--- src/rtl/bgc_pkg.sv ---
// ----------------------------------------------------------------------------
// bgc_pkg
// Types, constants and helpers of the button gesture classifier.
// ----------------------------------------------------------------------------
package bgc_pkg;

  localparam int unsigned NUM_ENTRIES = 256;
  localparam int unsigned ADDR_W      = $clog2(NUM_ENTRIES);

  // Flag bit positions inside an entry
  localparam int FB_PRESS   = 0;
  localparam int FB_RELEASE = 1;
  localparam int FB_HOLD    = 2;
  localparam int FB_TAP     = 3;
  localparam int FB_MULTI   = 4;
  localparam int FB_LONG    = 5;
  localparam int FB_WINDOW  = 6;
  localparam int FB_LTRIG   = 7;

  localparam logic [15:0] TAP_TIME_RST        = 16'd200;
  localparam logic [15:0] MULTI_TAP_TIME_RST  = 16'd300;
  localparam logic [15:0] LONG_PRESS_TIME_RST = 16'd750;

  typedef enum logic [1:0] {
    MODE_PRESS   = 2'd0,
    MODE_RELEASE = 2'd1,
    MODE_TICK    = 2'd2
  } bgc_mode_t;

  typedef enum logic [1:0] {
    CFG_TAP_TIME        = 2'd0,
    CFG_MULTI_TAP_TIME  = 2'd1,
    CFG_LONG_PRESS_TIME = 2'd2
  } bgc_cfg_idx_t;

  typedef struct packed {
    logic [1:0]  mode;
    logic [7:0]  entry_index;
    logic [7:0]  repeat_in;
    logic [15:0] time_step_ms;
  } bgc_in_t;

  typedef struct packed {
    logic        pressed_now;
    logic        released_now;
    logic        held;
    logic [7:0]  repeat_now;
    logic        tap_flag;
    logic        multi_tap_flag;
    logic        long_press_flag;
    logic [7:0]  tap_total;
    logic [15:0] repeat_total;
  } bgc_out_t;

  typedef struct packed {
    logic [7:0]  flag_bits;
    logic [7:0]  repeat_latest;
    logic [15:0] held_time;
    logic [15:0] window_time;
    logic [7:0]  tap_counter;
    logic [15:0] repeat_counter;
  } bgc_entry_t;

  typedef struct packed {
    logic [15:0] tap_time_ms;
    logic [15:0] multi_tap_time_ms;
    logic [15:0] long_press_time_ms;
  } bgc_cfg_t;

  function automatic logic [15:0] sat_add16(input logic [15:0] a, input logic [15:0] b);
    logic [16:0] s;
    s = {1'b0, a} + {1'b0, b};
    return s[16] ? 16'hFFFF : s[15:0];
  endfunction

  function automatic logic in_range(input logic [7:0] idx);
    return int'(idx) < int'(NUM_ENTRIES);
  endfunction

endpackage

--- src/rtl/bgc_update.sv ---
// ----------------------------------------------------------------------------
// bgc_update
// Gesture update of one entry: next entry value and the result item.
// ----------------------------------------------------------------------------
module bgc_update
  import bgc_pkg::*;
(
  input  bgc_in_t    item,
  input  bgc_entry_t cur,
  input  bgc_cfg_t   cfg,
  output logic       wr_en,
  output bgc_entry_t nxt,
  output bgc_out_t   result
);

  logic       ok;
  bgc_entry_t e;
  logic [7:0] f;

  always_comb begin
    ok    = in_range(item.entry_index);
    e     = cur;
    f     = cur.flag_bits;
    wr_en = 1'b0;
    case (item.mode)
      MODE_PRESS: begin
        wr_en = ok;
        if (!f[FB_HOLD]) begin
          f[FB_PRESS] = 1'b1;
        end
        f[FB_RELEASE]    = 1'b0;
        f[FB_HOLD]       = 1'b1;
        e.repeat_latest  = item.repeat_in;
        e.repeat_counter = sat_add16(e.repeat_counter, {8'd0, item.repeat_in});
        e.window_time    = '0;
      end
      MODE_RELEASE: begin
        wr_en            = ok;
        f[FB_PRESS]      = 1'b0;
        f[FB_HOLD]       = 1'b0;
        f[FB_LTRIG]      = 1'b0;
        f[FB_RELEASE]    = 1'b1;
        f[FB_WINDOW]     = 1'b1;
        e.repeat_latest  = '0;
        e.repeat_counter = '0;
        if (e.held_time < cfg.tap_time_ms) begin
          f[FB_TAP] = 1'b1;
        end
        e.held_time = '0;
      end
      MODE_TICK: begin
        wr_en           = ok;
        e.repeat_latest = '0;
        f[FB_TAP]       = 1'b0;
        f[FB_MULTI]     = 1'b0;
        f[FB_LONG]      = 1'b0;
        // multi-tap window aging
        if (f[FB_WINDOW]) begin
          e.window_time = sat_add16(e.window_time, item.time_step_ms);
          if (e.window_time > cfg.multi_tap_time_ms) begin
            e.window_time = '0;
            f[FB_WINDOW]  = 1'b0;
            e.tap_counter = '0;
          end
        end
        // press landed inside the window
        if (f[FB_PRESS] && f[FB_WINDOW]) begin
          if (e.window_time < cfg.multi_tap_time_ms) begin
            f[FB_MULTI] = 1'b1;
            if (e.tap_counter != 8'hFF) begin
              e.tap_counter = e.tap_counter + 8'd1;
            end
            e.window_time = '0;
          end
          f[FB_WINDOW] = 1'b0;
        end
        // hold aging, long press once per hold
        if (f[FB_HOLD]) begin
          f[FB_PRESS] = 1'b0;
          e.held_time = sat_add16(e.held_time, item.time_step_ms);
          if ((e.held_time > cfg.long_press_time_ms) && !f[FB_LTRIG]) begin
            f[FB_LTRIG] = 1'b1;
            f[FB_LONG]  = 1'b1;
            e.held_time = '0;
          end
        end
      end
      default: begin
        wr_en = 1'b0;
      end
    endcase
    e.flag_bits = f;
    nxt         = e;

    if (ok) begin
      result.pressed_now     = f[FB_PRESS];
      result.released_now    = f[FB_RELEASE];
      result.held            = f[FB_HOLD];
      result.repeat_now      = e.repeat_latest;
      result.tap_flag        = f[FB_TAP];
      result.multi_tap_flag  = f[FB_MULTI];
      result.long_press_flag = f[FB_LONG];
      result.tap_total       = e.tap_counter;
      result.repeat_total    = e.repeat_counter;
    end else begin
      result = '0;
    end
  end

endmodule

--- config.mk ---
export PLATFORM = sky130hd
export DESIGN_NAME = bgc_update
export DESIGN_NICKNAME = d
export VERILOG_FILES = /design/src/rtl/bgc_pkg.sv /design/src/rtl/bgc_update.sv
export SDC_FILE = /design/constraint.sdc
export NUM_CORES = 1
export LEC_CHECK = 0
export BUFFER_PORTS_ARGS = -buffer_cell sky130_fd_sc_hd__buf_2
export CAP_MARGIN = 20
export CELL_PAD_IN_SITES_DETAIL_PLACEMENT = 1
export CELL_PAD_IN_SITES_GLOBAL_PLACEMENT = 2
export CORE_MARGIN = 2
export CORE_UTILIZATION = 25
export DETAILED_ROUTE_END_ITERATION = 7
export PLACE_DENSITY_LB_ADDON = 0.1
export RECOVER_POWER = 25
export SYNTH_ARGS = -nofsm -noshare
export SYNTH_HDL_FRONTEND = slang
export SYNTH_SLANG_ARGS = --single-unit
--- constraint.sdc ---
create_clock -name vclk -period 8.2
set_input_delay 0.41 -clock vclk [all_inputs]
set_output_delay 0.41 -clock vclk [all_outputs]
set_load 0.05 [all_outputs]
## Word-level counts from Yosys, hierarchy flattened

Cells that the tools add are included.

| operators by class | value |
|---|---|
| $add $sub $neg | 4 |
| $lt $le $gt $ge | 4 |
| equality and inequality tests | 3 |
| mux-type cells | 35 |
| reduce and logical (&&, ||, !) cells | 6 |

Operators with widths:

| kind | number |
|---|---|
| 24-bit 2-to-1 mux | 5 |
| 16-bit one-hot mux with 2 select lines | 3 |
| 16-bit 2-to-1 mux | 5 |
| 16-bit by 16-bit adder with 17-bit output | 2 |
| 16-bit > comparator | 2 |
| 16-bit < comparator | 2 |
| 16-bit by 8-bit adder with 17-bit output | 1 |
| 8-bit 2-to-1 mux | 2 |
| 8-bit one-hot mux with 2 select lines | 1 |
| 1-bit 2-to-1 mux | 14 |
| 8-bit by 1-bit adder with 8-bit output, second input constant | 1 |
| 8-bit != test, second input constant | 1 |
| 2-bit one-hot mux with 2 select lines | 2 |
| 1-bit one-hot mux with 3 select lines | 1 |
| 3-bit OR reduction | 1 |
| 2-bit by 1-bit == test with 1-bit output, second input constant | 1 |
| 2-bit == test, second input constant | 1 |
| 1-bit logical AND | 2 |
| 2-bit logical NOT | 1 |
| 2-bit 2-to-1 mux | 1 |
| 1-bit one-hot mux with 2 select lines | 1 |
| 2-bit OR reduction | 1 |
| 1-bit logical NOT | 1 |

| word-level totals | value |
|---|---|
| register bits | 0 |
| output and inout bits | 111 |
| logic and storage cells | 52 |

## Logic depth before layout (Yosys ltp)

| logic depth | value |
|---|---|
| depth after elaboration | 11 |
| mapped depth | 27 |

## Worst setup path after synthesis

OpenSTA, ideal clock, no wires.

| timing | value |
|---|---|
| path kind | input to output |
| start | input item[0] in the netlist's numbering |
| end | output result[20] in the netlist's numbering |
| arrival | 7.159 ns |
| data required time | 7.790 ns |
| slack | 0.631 ns |
| stages | 25 |
| buffers on the path | 2 |
| cells stage by stage | ha_1 > fa_1 > a211oi_1 > o211ai_1 > a221oi_1 > o21bai_1 > xor2_1 > nor2_1 > inv_1 > ha_1 > nand4_1 > nor4_1 > a21boi_1 > nor3_1 > nor3_1 > a311oi_1 > ha_1 > nand4_1 > nor4_1 > o21a_1 > a2111oi_4 > buf_6 > and4bb_2 > a221oi_1 > buf_4 |

RTL lines:

| item | line | text |
|---|---|---|
| start, declared | bgc_update.sv:8 | `input bgc_in_t item,` |
| end, declared | bgc_update.sv:13 | `output bgc_out_t result` |

==> qor.txt <==
Antenna violations before repair = 0
Overall power = 0.713 mW
Die extent in y = 151 um
Arr. time, crit path = 7.10 ns
Final instance area = 6640 um^2
Fmax = 133 MHz
Initial Util = 25.6%
DRC violations left = 0
Reg area = 0 um^2
CP Depth = 28
Vias = 6277
Met2 routed WL = 9830 um
Layout cell share with drive strength beyond 1 = 26.4%
Worst Slack Setup Final = 0.688 ns
Critical path buffers and inverters = 5
Worst Tran Pin Value = 1.39 ns
Hold Path Class = in2out
Core Util, Final = 31.5%
Worst vdd ir = 0.0000372 V
Vias per cell = 5.01
Hold slack = 1.23 ns
Startpoint types = primary input
Setup Crit Path Kind = in2out
Syn Nets = 1038
Global route total overflow = 0
Antenna cell count = 0
CLK BUF = 0
Ports = 265
Nets@finish = 1243
Final Wtd Congestion = 0.777
Post-synthesis sequential area ratio = 0%
DIE AREA = 22800 um^2
Drt first-iter violations = 162
Max stage delay cell, worst path = a2111oi_4
Wirelength per Cell = 16.9 um
Req. time, crit path = 7.79 ns
Dominant cells by area after synthesis = ha_1 (25%), inv_1 (6.0%), a21oi_1 (5.3%), buf_4 (5.3%), a22o_1 (5.2%)
Area grow syn2layout = 23.1%
Syn Std Cell Area = 5390 um^2
Highest metal layer with signal wires = met4
Final Hold Fails = 0
CTS resizes = 0
Post-CTS Hold Fix Bufs = 0
Mean post-synth cell area = 6.97 um^2
Cell Area, Placed = 6680 um^2
Port bufs = 257
CP Capture Type = primary output
Critical path's top delay family = compound AO/OA/AOI/OAI gates
Cell mode on critical path = ha_1
CORE AREA = 21100 um^2
Setup repair bufs after CTS = 0
Max-cap violations = 0
Unrepaired setup endpoints after global routing = false
Tcrit/Tclk final = 91.6%
Total GRT Usage = 18.0%
Pwr dens = 107 nW/um^2
Pre-CTS WS = 0.635 ns
Syn Inst Count = 774
Final ANT Viol Nets = 0
Crit path max fanout = 8
Placed cell count = 1252
Final Setup Violations = 0
First-pass DRT Iterations = 4
Status = complete, no violations
Setup TNS = 0 ns
Hold path depth = 3
Final wirelength = 21200 um
Total leakage power = 3.49 nW
Synthesis Warnings = 0
Slew headroom = 7.35%
Tmin final = 7.51 ns
M1 wire length = 10600 um
Met3 WL = 781 um
Post-synth cell types = 69
Max Slew Vio Count = 0
Area leader, netlist = ha_1
Num sequential = 0
Die width = 151 um
Pin count of the biggest net entering global routing = 34
Cell Rows = 53
Final Non-Filler Cells = 1252
Share of the synthesized area in the top cell type = 24.8%
Global-route wire length before repair = 33100 um
Max stage delay on crit path = 0.44 ns
DPL Wire Length = 18900 um
Vias in the first global route = 6365
## where the power goes
group | total [mW] | internal (mW) | leakage [nW] | switching (mW)
Combinational | 0.713 | 0.231 | 3.49 | 0.482
Clock | 0 | 0 | 0 | 0
Sequential | 0 | 0 | 0 | 0
Total | 0.713 | 0.231 | 3.49 | 0.482
## Yosys cell counts (all sizes together), types with 9 or more instances
library cell	number
xor2	10
a21oi	57
nor2	57
a211oi	19
o211ai	10
a21o	30
nor2b	11
o21ai	45
a22o	34
nand4	9
xnor2	12
nor3	11
nand2	56
a31oi	13
o21a	10
clkbuf	14
nand3	22
o2bb2ai	9
buf	48
ha	107
inv	86
## routing by layer
layer	up-vias	track usage (%)
met3	4	0.723
li1	3243	-
met4	0	0.327
met5	-	0
met2	136	31.0
met1	2894	26.2
## layout make-up
cell class,count,area (um^2)
inverters,86,323
well taps,275,344
multi-input cells,626,4660
repair buffers,265,1310
fillers,2777,14400
## worst min-delay path: stages
cell	delay, ns
buf_2	0.11
mux2i_1	0.09
buf_2	0.21
## cell families after synthesis
family	synth area share, %
compound gates	37.4
simple gates	18.8
buf+inv	13.5
fa+ha+maj	25.9
xor+xnor	3.57
mux	0.766
## path summary, 6_finish.rpt
path                    endpoint  slack (ns)     from
worst max-delay path  result[19]        0.69  cur[24]
worst min-delay path     nxt[19]        1.23  cur[19]
## cells in the final DEF, fill, tap and decap left out, types with 3 or more instances in the layout
cell type,netlist,final
o21ai_0,41,41
nor2b_1,11,11
clkbuf_1,14,27
and3_1,7,7
a211o_1,3,3
o2bb2ai_1,9,9
a2111oi_0,3,3
nor4_1,3,3
nand4_1,9,9
nand2_1,56,56
and4_1,4,4
o31ai_1,8,8
ha_1,107,107
xor2_1,10,10
nand3_1,22,22
nand2b_1,5,5
nor2_1,57,57
a211oi_1,19,19
a21o_1,30,30
o211ai_1,10,10
o21bai_1,4,4
o21a_1,10,10
nor3_1,11,11
and2_1,3,3
buf_4,38,7
a22oi_1,3,3
a221oi_1,4,4
a311oi_1,4,4
mux2i_1,3,3
xnor2_1,12,12
a22o_1,32,32
a21oi_1,57,57
a31oi_1,12,12
a21boi_0,7,7
a31o_2,7,7
buf_2,7,231
inv_1,86,86
o21ai_1,4,4
fa_1,3,3
(Power assumes the default switching activity.)
